### src/rtl/c_tok_pkg.sv
// Shared types, pattern tables and codes for the C token classifier.
package c_tok_pkg;

    localparam int NPAT   = 45;
    localparam int NKW    = 32;
    localparam int NRELOP = 7;

    localparam int P_MAIN_PAREN = 32;
    localparam int P_MAIN       = 33;
    localparam int P_PRINTF     = 34;
    localparam int P_SCANF      = 35;
    localparam int P_RELOP      = 36;
    localparam int P_OPEN       = 43;
    localparam int P_CLOSE      = 44;

    localparam logic [1:0] K_EXACT    = 2'd0;
    localparam logic [1:0] K_PAREN    = 2'd1;
    localparam logic [1:0] K_OPTPAREN = 2'd2;
    localparam logic [1:0] K_PREFIX   = 2'd3;

    localparam logic [4:0] CLS_NONE     = 5'd0;
    localparam logic [4:0] CLS_KEYWORD  = 5'd1;
    localparam logic [4:0] CLS_MAIN     = 5'd2;
    localparam logic [4:0] CLS_PRINTF   = 5'd3;
    localparam logic [4:0] CLS_SCANF    = 5'd4;
    localparam logic [4:0] CLS_PAREN    = 5'd5;
    localparam logic [4:0] CLS_ARGWORD  = 5'd6;
    localparam logic [4:0] CLS_CLOSE    = 5'd7;
    localparam logic [4:0] CLS_RELOP    = 5'd8;
    localparam logic [4:0] CLS_MATH     = 5'd15;
    localparam logic [4:0] CLS_BRACE    = 5'd16;
    localparam logic [4:0] CLS_SEMI     = 5'd17;
    localparam logic [4:0] CLS_INT      = 5'd18;
    localparam logic [4:0] CLS_FLOAT    = 5'd19;
    localparam logic [4:0] CLS_DIGITVAR = 5'd20;
    localparam logic [4:0] CLS_IDENT    = 5'd21;

    localparam logic [2:0] TYPE_NONE   = 3'd0;
    localparam logic [2:0] TYPE_CHAR   = 3'd1;
    localparam logic [2:0] TYPE_DOUBLE = 3'd2;
    localparam logic [2:0] TYPE_FLOAT  = 3'd3;
    localparam logic [2:0] TYPE_INT    = 3'd4;
    localparam logic [2:0] TYPE_LONG   = 3'd5;

    localparam logic [4:0] KW_CHAR   = 5'd3;
    localparam logic [4:0] KW_DOUBLE = 5'd8;
    localparam logic [4:0] KW_FLOAT  = 5'd12;
    localparam logic [4:0] KW_INT    = 5'd16;
    localparam logic [4:0] KW_LONG   = 5'd17;

    localparam logic [2:0] NF_DIGIT = 3'b001;
    localparam logic [2:0] NF_DOT   = 3'b010;
    localparam logic [2:0] NF_OTHER = 3'b100;

    localparam logic [7:0] CH_ZERO   = 8'h30;
    localparam logic [7:0] CH_NINE   = 8'h39;
    localparam logic [7:0] CH_DOT    = 8'h2E;
    localparam logic [7:0] CH_SEMI   = 8'h3B;
    localparam logic [7:0] CH_LPAREN = 8'h28;
    localparam logic [7:0] CH_RPAREN = 8'h29;
    localparam logic [7:0] CH_LBRACE = 8'h7B;
    localparam logic [7:0] CH_RBRACE = 8'h7D;
    localparam logic [7:0] CH_PLUS   = 8'h2B;
    localparam logic [7:0] CH_MINUS  = 8'h2D;
    localparam logic [7:0] CH_STAR   = 8'h2A;
    localparam logic [7:0] CH_SLASH  = 8'h2F;
    localparam logic [7:0] CH_LT     = 8'h3C;
    localparam logic [7:0] CH_GT     = 8'h3E;
    localparam logic [7:0] CH_EQ     = 8'h3D;
    localparam logic [7:0] CH_BANG   = 8'h21;
    localparam logic [7:0] CH_M      = 8'h6D;

    // Text right-justified: character i sits at byte (len - 1 - i).
    localparam logic [63:0] PAT_TXT [NPAT] = '{
        64'("auto"), 64'("break"), 64'("case"), 64'("char"), 64'("const"),
        64'("continue"), 64'("default"), 64'("do"), 64'("double"), 64'("else"),
        64'("enum"), 64'("extern"), 64'("float"), 64'("for"), 64'("goto"),
        64'("if"), 64'("int"), 64'("long"), 64'("register"), 64'("return"),
        64'("short"), 64'("signed"), 64'("sizeof"), 64'("static"), 64'("struct"),
        64'("switch"), 64'("typedef"), 64'("union"), 64'("unsigned"), 64'("void"),
        64'("volatile"), 64'("while"),
        64'("main("), 64'("main"), 64'("printf"), 64'("scanf"),
        64'("<"), 64'("<="), 64'(">"), 64'(">="), 64'("=="), 64'("="), 64'("!="),
        64'("("), 64'(")")
    };

    localparam logic [3:0] PAT_LEN [NPAT] = '{
        4'd4, 4'd5, 4'd4, 4'd4, 4'd5, 4'd8, 4'd7, 4'd2, 4'd6, 4'd4,
        4'd4, 4'd6, 4'd5, 4'd3, 4'd4, 4'd2, 4'd3, 4'd4, 4'd8, 4'd6,
        4'd5, 4'd6, 4'd6, 4'd6, 4'd6, 4'd6, 4'd7, 4'd5, 4'd8, 4'd4,
        4'd8, 4'd5,
        4'd5, 4'd4, 4'd6, 4'd5,
        4'd1, 4'd2, 4'd1, 4'd2, 4'd2, 4'd1, 4'd2,
        4'd1, 4'd1
    };

    localparam logic [1:0] PAT_KIND [NPAT] = '{
        K_EXACT, K_EXACT, K_EXACT, K_EXACT, K_EXACT, K_EXACT, K_EXACT, K_PAREN,
        K_EXACT, K_PAREN, K_EXACT, K_EXACT, K_EXACT, K_PAREN, K_EXACT, K_PAREN,
        K_EXACT, K_EXACT, K_EXACT, K_EXACT, K_EXACT, K_EXACT, K_EXACT, K_EXACT,
        K_EXACT, K_EXACT, K_EXACT, K_EXACT, K_EXACT, K_EXACT, K_EXACT, K_PAREN,
        K_PREFIX, K_PREFIX, K_OPTPAREN, K_OPTPAREN,
        K_EXACT, K_EXACT, K_EXACT, K_EXACT, K_EXACT, K_EXACT, K_EXACT,
        K_EXACT, K_EXACT
    };

    typedef struct packed {
        logic [7:0] char_code;
        logic       word_end;
    } in_word_t;

    typedef struct packed {
        logic [4:0] token_class;
        logic [4:0] keyword_id;
        logic [2:0] declared_type;
        logic       record_symbol;
    } out_word_t;

    typedef struct packed {
        logic       in_call;
        logic [2:0] pending_type;
    } ctx_t;

    function automatic logic [2:0] kw_type(input logic [4:0] kid);
        logic [2:0] t;
        unique case (kid)
            KW_CHAR:   t = TYPE_CHAR;
            KW_DOUBLE: t = TYPE_DOUBLE;
            KW_FLOAT:  t = TYPE_FLOAT;
            KW_INT:    t = TYPE_INT;
            KW_LONG:   t = TYPE_LONG;
            default:   t = TYPE_NONE;
        endcase
        return t;
    endfunction

    function automatic logic is_kw_letter(input logic [7:0] c);
        logic r;
        unique case (c)
            8'h61, 8'h62, 8'h63, 8'h64, 8'h65, 8'h66, 8'h67, 8'h69,
            8'h6C, 8'h72, 8'h73, 8'h74, 8'h75, 8'h76, 8'h77: r = 1'b1;
            default: r = 1'b0;
        endcase
        return r;
    endfunction

endpackage

### src/rtl/c_tok_match.sv
// Per-character pattern match vector, position and number flag update.
module c_tok_match
    import c_tok_pkg::*;
#(
    parameter int MAX_WORD_LEN = 64,
    localparam int POS_W = $clog2(MAX_WORD_LEN + 1)
)
(
    input  logic [7:0]       char_code,
    input  logic [NPAT-1:0]  match_vector,
    input  logic [POS_W-1:0] char_position,
    input  logic [7:0]       first_char,
    input  logic [2:0]       number_flags,
    output logic [NPAT-1:0]  match_vector_next,
    output logic [NPAT-1:0]  hits,
    output logic [POS_W-1:0] char_position_next,
    output logic [7:0]       first_char_next,
    output logic [2:0]       number_flags_next
);

    logic [POS_W:0] pos_inc;

    assign pos_inc = {1'b0, char_position} + (POS_W+1)'(1);
    assign char_position_next = (pos_inc < (POS_W+1)'(MAX_WORD_LEN)) ?
                                pos_inc[POS_W-1:0] : POS_W'(MAX_WORD_LEN);
    assign first_char_next = (char_position == '0) ? char_code : first_char;

    always_comb
    begin
        if (char_code >= CH_ZERO && char_code <= CH_NINE)
            number_flags_next = number_flags | NF_DIGIT;
        else if (char_code == CH_DOT)
            number_flags_next = number_flags | NF_DOT;
        else
            number_flags_next = number_flags | NF_OTHER;
    end

    always_comb
    begin
        logic       keep;
        logic [5:0] sh;
        keep = 1'b0;
        sh   = '0;
        for (int k = 0; k < NPAT; k++)
        begin
            if (char_position < POS_W'(PAT_LEN[k]))
            begin
                sh   = {3'(PAT_LEN[k] - 4'd1 - {1'b0, char_position[2:0]}), 3'b000};
                keep = (char_code == PAT_TXT[k][sh +: 8]);
            end
            else if (char_position == POS_W'(PAT_LEN[k]))
                keep = (PAT_KIND[k] == K_PREFIX) ||
                       ((PAT_KIND[k] == K_PAREN || PAT_KIND[k] == K_OPTPAREN) &&
                        char_code == CH_LPAREN);
            else
                keep = (PAT_KIND[k] == K_PREFIX) || (PAT_KIND[k] == K_PAREN);
            match_vector_next[k] = match_vector[k] & keep;
            hits[k] = match_vector_next[k] &
                      (char_position_next >= POS_W'(PAT_LEN[k]));
        end
    end

endmodule

### src/rtl/c_tok_classify.sv
// Word-end token class decision and call and pending type context.
module c_tok_classify
    import c_tok_pkg::*;
(
    input  logic [NPAT-1:0] hits,
    input  logic [7:0]      first_char,
    input  logic [2:0]      number_flags,
    input  ctx_t            ctx,
    output out_word_t       result,
    output ctx_t            ctx_next
);

    always_comb
    begin
        logic       found;
        logic [4:0] cls;
        logic [4:0] kid;
        found    = 1'b0;
        cls      = CLS_NONE;
        kid      = '0;
        ctx_next = ctx;
        result   = '0;

        priority if (ctx.in_call)
        begin
            priority if (hits[P_OPEN])
                cls = CLS_PAREN;
            else if (hits[P_CLOSE])
            begin
                cls = CLS_CLOSE;
                ctx_next.in_call = 1'b0;
            end
            else
                cls = CLS_ARGWORD;
        end
        else if (hits[P_PRINTF])
        begin
            cls = CLS_PRINTF;
            ctx_next.in_call = 1'b1;
        end
        else if (hits[P_SCANF])
        begin
            cls = CLS_SCANF;
            ctx_next.in_call = 1'b1;
        end
        else if (is_kw_letter(first_char))
        begin
            for (int k = 0; k < NKW; k++)
            begin
                if (!found && hits[k])
                begin
                    found = 1'b1;
                    kid   = 5'(k);
                end
            end
            if (found)
            begin
                cls = CLS_KEYWORD;
                if (kw_type(kid) != TYPE_NONE)
                    ctx_next.pending_type = kw_type(kid);
            end
            else
                cls = CLS_IDENT;
        end
        else if (first_char == CH_LT || first_char == CH_GT ||
                 first_char == CH_EQ || first_char == CH_BANG)
        begin
            for (int k = 0; k < NRELOP; k++)
            begin
                if (!found && hits[P_RELOP + k])
                begin
                    found = 1'b1;
                    cls   = CLS_RELOP + 5'(k);
                end
            end
        end
        else if (first_char >= CH_ZERO && first_char <= CH_NINE)
        begin
            priority if ((number_flags & NF_OTHER) != '0)
                cls = CLS_DIGITVAR;
            else if ((number_flags & NF_DOT) != '0)
                cls = CLS_FLOAT;
            else
                cls = CLS_INT;
        end
        else if (first_char == CH_M)
        begin
            priority if (hits[P_MAIN_PAREN])
                cls = CLS_MAIN;
            else if (hits[P_MAIN])
                cls = CLS_NONE;
            else
                cls = CLS_IDENT;
        end
        else if (first_char == CH_PLUS || first_char == CH_MINUS ||
                 first_char == CH_STAR || first_char == CH_SLASH)
            cls = CLS_MATH;
        else if (first_char == CH_LBRACE || first_char == CH_LPAREN ||
                 first_char == CH_RPAREN || first_char == CH_RBRACE)
            cls = CLS_BRACE;
        else if (first_char == CH_SEMI)
            cls = CLS_SEMI;
        else
            cls = CLS_IDENT;

        result.token_class = cls;
        result.keyword_id  = (cls == CLS_KEYWORD) ? kid : 5'd0;
        if (cls == CLS_IDENT)
        begin
            result.declared_type  = ctx.pending_type;
            result.record_symbol  = (ctx.pending_type != TYPE_NONE);
            ctx_next.pending_type = TYPE_NONE;
        end
    end

endmodule

### src/rtl/c_token_classifier_top.sv
// Top level of the C token classifier: input register, match, classify, result register.
// Result: a result word is registered from the input register that holds the last
//   character of a word, and is held back while out_stall holds a pending result.
// Throughput: one character word per cycle while out_stall does not hold a pending result;
//   the match vector and context update is combinational between the input and result registers.
// Reset: rst_n clears valids, match vector (all ones), position, first character, flags and context.
module c_token_classifier_top
    import c_tok_pkg::*;
#(
    parameter int MAX_WORD_LEN = 64
)
(
    input  logic      clk,
    input  logic      rst_n,
    input  logic      in_valid,
    output logic      in_stall,
    input  in_word_t  in_word,
    output logic      out_valid,
    input  logic      out_stall,
    output out_word_t out_word
);

    localparam int POS_W = $clog2(MAX_WORD_LEN + 1);

    logic             in_valid_reg;
    in_word_t         in_word_reg;
    logic             out_valid_reg;
    out_word_t        out_word_reg;

    logic [NPAT-1:0]  match_vector_reg, match_vector_next;
    logic [POS_W-1:0] char_position_reg, char_position_next;
    logic [7:0]       first_char_reg, first_char_next;
    logic [2:0]       number_flags_reg, number_flags_next;
    ctx_t             ctx_reg, ctx_next;

    logic [NPAT-1:0]  hits;
    out_word_t        result;
    logic             advance;
    logic             fire;

    assign advance   = !out_valid_reg || !out_stall;
    assign fire      = in_valid_reg && advance;
    assign in_stall  = in_valid_reg && !advance;
    assign out_valid = out_valid_reg;
    assign out_word  = out_word_reg;

    c_tok_match #(
        .MAX_WORD_LEN(MAX_WORD_LEN)
    ) u_match (
        .char_code          (in_word_reg.char_code),
        .match_vector       (match_vector_reg),
        .char_position      (char_position_reg),
        .first_char         (first_char_reg),
        .number_flags       (number_flags_reg),
        .match_vector_next  (match_vector_next),
        .hits               (hits),
        .char_position_next (char_position_next),
        .first_char_next    (first_char_next),
        .number_flags_next  (number_flags_next)
    );

    c_tok_classify u_classify (
        .hits         (hits),
        .first_char   (first_char_next),
        .number_flags (number_flags_next),
        .ctx          (ctx_reg),
        .result       (result),
        .ctx_next     (ctx_next)
    );

    always_ff @(posedge clk or negedge rst_n)
    begin
        if (!rst_n)
            in_valid_reg <= 1'b0;
        else if (!in_stall)
            in_valid_reg <= in_valid;
    end

    always_ff @(posedge clk)
    begin
        if (in_valid && !in_stall)
            in_word_reg <= in_word;
    end

    always_ff @(posedge clk or negedge rst_n)
    begin
        if (!rst_n)
            out_valid_reg <= 1'b0;
        else if (advance)
            out_valid_reg <= fire && in_word_reg.word_end;
    end

    always_ff @(posedge clk)
    begin
        if (fire && in_word_reg.word_end)
            out_word_reg <= result;
    end

    always_ff @(posedge clk or negedge rst_n)
    begin
        if (!rst_n)
        begin
            match_vector_reg  <= '1;
            char_position_reg <= '0;
            first_char_reg    <= '0;
            number_flags_reg  <= '0;
            ctx_reg           <= '0;
        end
        else if (fire)
        begin
            if (in_word_reg.word_end)
            begin
                match_vector_reg  <= '1;
                char_position_reg <= '0;
                first_char_reg    <= '0;
                number_flags_reg  <= '0;
                ctx_reg           <= ctx_next;
            end
            else
            begin
                match_vector_reg  <= match_vector_next;
                char_position_reg <= char_position_next;
                first_char_reg    <= first_char_next;
                number_flags_reg  <= number_flags_next;
            end
        end
    end

endmodule
### config.mk
export PLATFORM = sky130hd
export DESIGN_NAME = c_token_classifier_top
export DESIGN_NICKNAME = d
export VERILOG_FILES = /design/src/rtl/c_tok_pkg.sv /design/src/rtl/c_tok_match.sv /design/src/rtl/c_tok_classify.sv /design/src/rtl/c_token_classifier_top.sv
export SDC_FILE = /design/constraint.sdc
export NUM_CORES = 1
export LEC_CHECK = 0
export BUFFER_PORTS_ARGS = -buffer_cell sky130_fd_sc_hd__buf_2
export CELL_PAD_IN_SITES_DETAIL_PLACEMENT = 1
export CELL_PAD_IN_SITES_GLOBAL_PLACEMENT = 1
export CORE_MARGIN = 4
export CORE_UTILIZATION = 49
export CTS_CLUSTER_SIZE = 20
export DETAILED_ROUTE_END_ITERATION = 8
export PLACE_DENSITY_LB_ADDON = 0.1
export SLEW_MARGIN = 20
export SYNTH_ARGS = -nofsm -noshare
export SYNTH_HDL_FRONTEND = slang
export SYNTH_SLANG_ARGS = --single-unit
### constraint.sdc
create_clock -name clk -period 6.1 [get_ports clk]
set_clock_uncertainty 0.15 [all_clocks]
set_input_delay 0.915 -clock clk [delete_from_list [all_inputs] [get_ports clk]]
set_output_delay 0.915 -clock clk [all_outputs]
set_load 0.02 [all_outputs]
==> impl_metrics.toml <==
[cts]
cts_sinks = 91
clkTransAtPathRegs_ps = 80
htreeDepth = 3
cts_root_buf = "clkbuf_16"
cts_setup_buffers = 0
cts_repair_resize_count = 0
clk_latency_ps = 360
hold_buffers = 0
cts_tree = "done"
numCtsBuffers = 9
cts.path.max_buffers = 2

[worst_setup_path]
path_class = "reg -> reg"
r2r_cells = 15
cp.required_ps = 6140
worst-r2r-setup-slack_ps = 730
r2r_start = "char_position_reg[0]$_DFFE_PN0P_"
path_max_fanout = 43
start_kind = "register"
cp-end-kind = "register"
r2r-end = "out_word[8]$_SDFFCE_PP0P_"
arrival_ps = 5420

[route]
first_pass_iters = 6
vias = 9821
via_per_inst = 7.17
wl_um = 40800
drt_iter0_markers = 961
drtAntennaViolNets = 0
post_drt_wl_per_cell_um = 29.8
drc = 0

[global_routing]
grt.overflow.total = 0
grt_pass1_vias = 9637
grt.total_usage_pct = 37.4
antenna_found_initial = 1
grt_pass1_wl_um = 61600
grt_max_degree = 69

[die]
die_x_um = 146
initial_core_util_pct = 50.0
dieHeight_um = 146
num_io_pins = 29
core-area_mm2 = 0.0188
row_count = 50
die-area_mm2 = 0.0214

[worst_hold_path]
hold_path_depth = 2
min_to = "match_vector_reg[14]$_DFFE_PN1P_"
worstHoldStart = "match_vector_reg[14]$_DFFE_PN1P_"
hold_class = "reg -> reg"

[power_and_ir_drop]
ir_drop_mv = 0.203
pwr_density_cell_mw_per_mm2 = 323
p_seq_share_pct = 26.9
clockPowerShare_pct = 19.7
swShare_pct = 47.9
power.switching_mw = 1.54
combinationalPowerShare_pct = 53.4
intPower_mw = 1.68
p_leak_nw = 3.72

[sta]
relSlewSlack_pct = 27.8
setup_tns_ps = 0
timing.final.hold_violations = 0
max_freq_mhz = 186
min_period_over_period_pct = 88.1
fin_crit_ps = 5370
worstMarginPinSlew_ps = 1070
hold_slack_ps = 324
rsz0062_at_grt = "no"
setup_viol = 0
finalMaxSlewViolations = 0

[yosys]
synthTopCellsByArea = "dfstp_2 13%, edfxtp_1 7.4%, dfrtp_1 6.1%"
ys_top_cells_by_count = "93 x nand2_1, 77 x a21oi_1, 65 x o21ai_0, 61 x xnor2_1, 55 x nor2_1"
synth_nets = 1194
ys.flop_type = "dfstp_2"
yosys.cell_count.top_type = "nand2_1"
syn_area_mm2 = 0.00939
synth_edf_count = 23
synth_cell_types = 104
syn_inst = 1158
ys_ff_latch = 91
synth_top_area_share_pct = 12.6
async_flop_share_pct = 74.7
syn_area_per_cell_um2 = 8.10
seq_area_frac_synth_pct = 26.1
synth_largest_area_cell = "dfstp_2"
ys_warn_count = 0

[final_layout]
largest_reg_flops = 45
seq_area_mm2 = 0.00245
multiInputGateArea_mm2 = 0.00635
syn_to_final_growth_pct = 6.16
drive_above_1_share_pct = 15.5
fillers = 2297
nNetsFinal = 1165

[place]
gp_congestion = 1.04
dpl.hpwl_um = 29100
portBuffers = 28

[outcome]
status = "complete, no violations"

[run]
cap_violations = 0
## routing by layer
metal  track usage, %  vias to the layer above  share of wire [%]
li1                 -                     4274                  -
met1             51.7                     4898                 42
met2             55.5                      541                 43
met3             9.93                      106                 11
met4             15.6                        2                4.6
met5                0                        -              0.032
## power by group through the flow
stage / logic [mW] / clock network (mW) / registers, mW
after floorplan: 1.19 / 0 / 0.829
after global placement: 1.61 / 0 / 0.865
after detailed placement: 1.64 / 0 / 0.870
after CTS: 1.65 / 0.639 / 0.859
after global routing: 1.82 / 0.666 / 0.876
final: 1.72 / 0.633 / 0.863
## layout make-up
class	count	area share, %
Inverter	33	1.24
Timing Repair Buffer	61	4.29
Multi-Input combinational cell	933	63.7
Clock inverter	7	0.929
Sequential cell	91	24.6
Tap cell	234	2.94
Clock buffer	9	2.26
Antenna cell	2	0.0502
## placed cells by master, fill, tap and decap left out, drive strengths merged, types with 10 or more instances in the layout
cell type,synthesis,layout
a22o,10,10
a211o,14,14
nor4,21,21
inv,31,34
nor2b,30,30
o31ai,18,18
o2111ai,10,10
nand4,25,25
nand3,46,46
a2111oi,18,18
nand2b,18,18
and3,25,25
buf,62,61
and2,16,16
ha,23,23
nand3b,14,14
o21ai,68,68
xor2,26,26
nor4b,10,10
mux2i,19,19
dfrtp,23,23
o21a,14,14
edfxtp,23,23
o211ai,14,14
xnor2,61,61
or3,14,14
dfstp,45,45
nor3,38,38
a21oi,78,78
nand2,93,93
nor2,56,56
## critical path, stage by stage, from the launching register on
cell	delay, ps
dfrtp_1	350
buf_4	450
ha_1	270
inv_1	70
ha_1	270
buf_4	210
inv_1	180
a2111oi_0	650
nor2_1	220
a2111oi_0	910
a221oi_2	110
nor4b_4	210
a41oi_2	420
nor3_2	110
or3_4	380
a211oi_1	220
## worst max path at each step
stage	cells past startpoint	startpoint	end	slack, ps
after detailed placement	12	char_position_reg[2]$_DFFE_PN0P_	ctx_reg[2]$_DFFE_PN0P_	670
after global routing	15	char_position_reg[0]$_DFFE_PN0P_	out_word[8]$_SDFFCE_PP0P_	360
after floorplan	17	char_position_reg[0]$_DFFE_PN0P_	out_word[8]$_SDFFCE_PP0P_	1480
after CTS	12	char_position_reg[2]$_DFFE_PN0P_	ctx_reg[2]$_DFFE_PN0P_	600
after global placement	12	char_position_reg[2]$_DFFE_PN0P_	ctx_reg[0]$_DFFE_PN0P_	770
final	15	char_position_reg[0]$_DFFE_PN0P_	out_word[8]$_SDFFCE_PP0P_	730
## per-stage QoR
stage / cell area, um^2 / utilization, % / std cells / setup WS [ps] / power, mW
global placement: 9640 / 51.3 / 1352 / 767 / 2.48
CTS: 9950 / 53.0 / 1368 / 597 / 3.15
finish: 9960 / 53.1 / 1370 / 727 / 3.21
detailed placement: 9640 / 51.3 / 1352 / 667 / 2.51
floorplan: 9390 / - / 1158 / 1480 / 2.02
global route: 9960 / 53.1 / 1368 / 362 / 3.36
## cells by family (layout without fill, tap and decap cells)
kind of cell	Yosys count	count (layout)	share of synthesized area [%]
compound gates	340	340	25.5
buf+inv	134	110	6.35
other cells	0	2	0
fa+ha+maj	23	23	3.07
flops	91	91	26.1
mux	23	23	2.63
xor+xnor	87	87	8.12
simple gates	460	460	28.2
No activity file was read; power rests on OpenSTA's default activity.
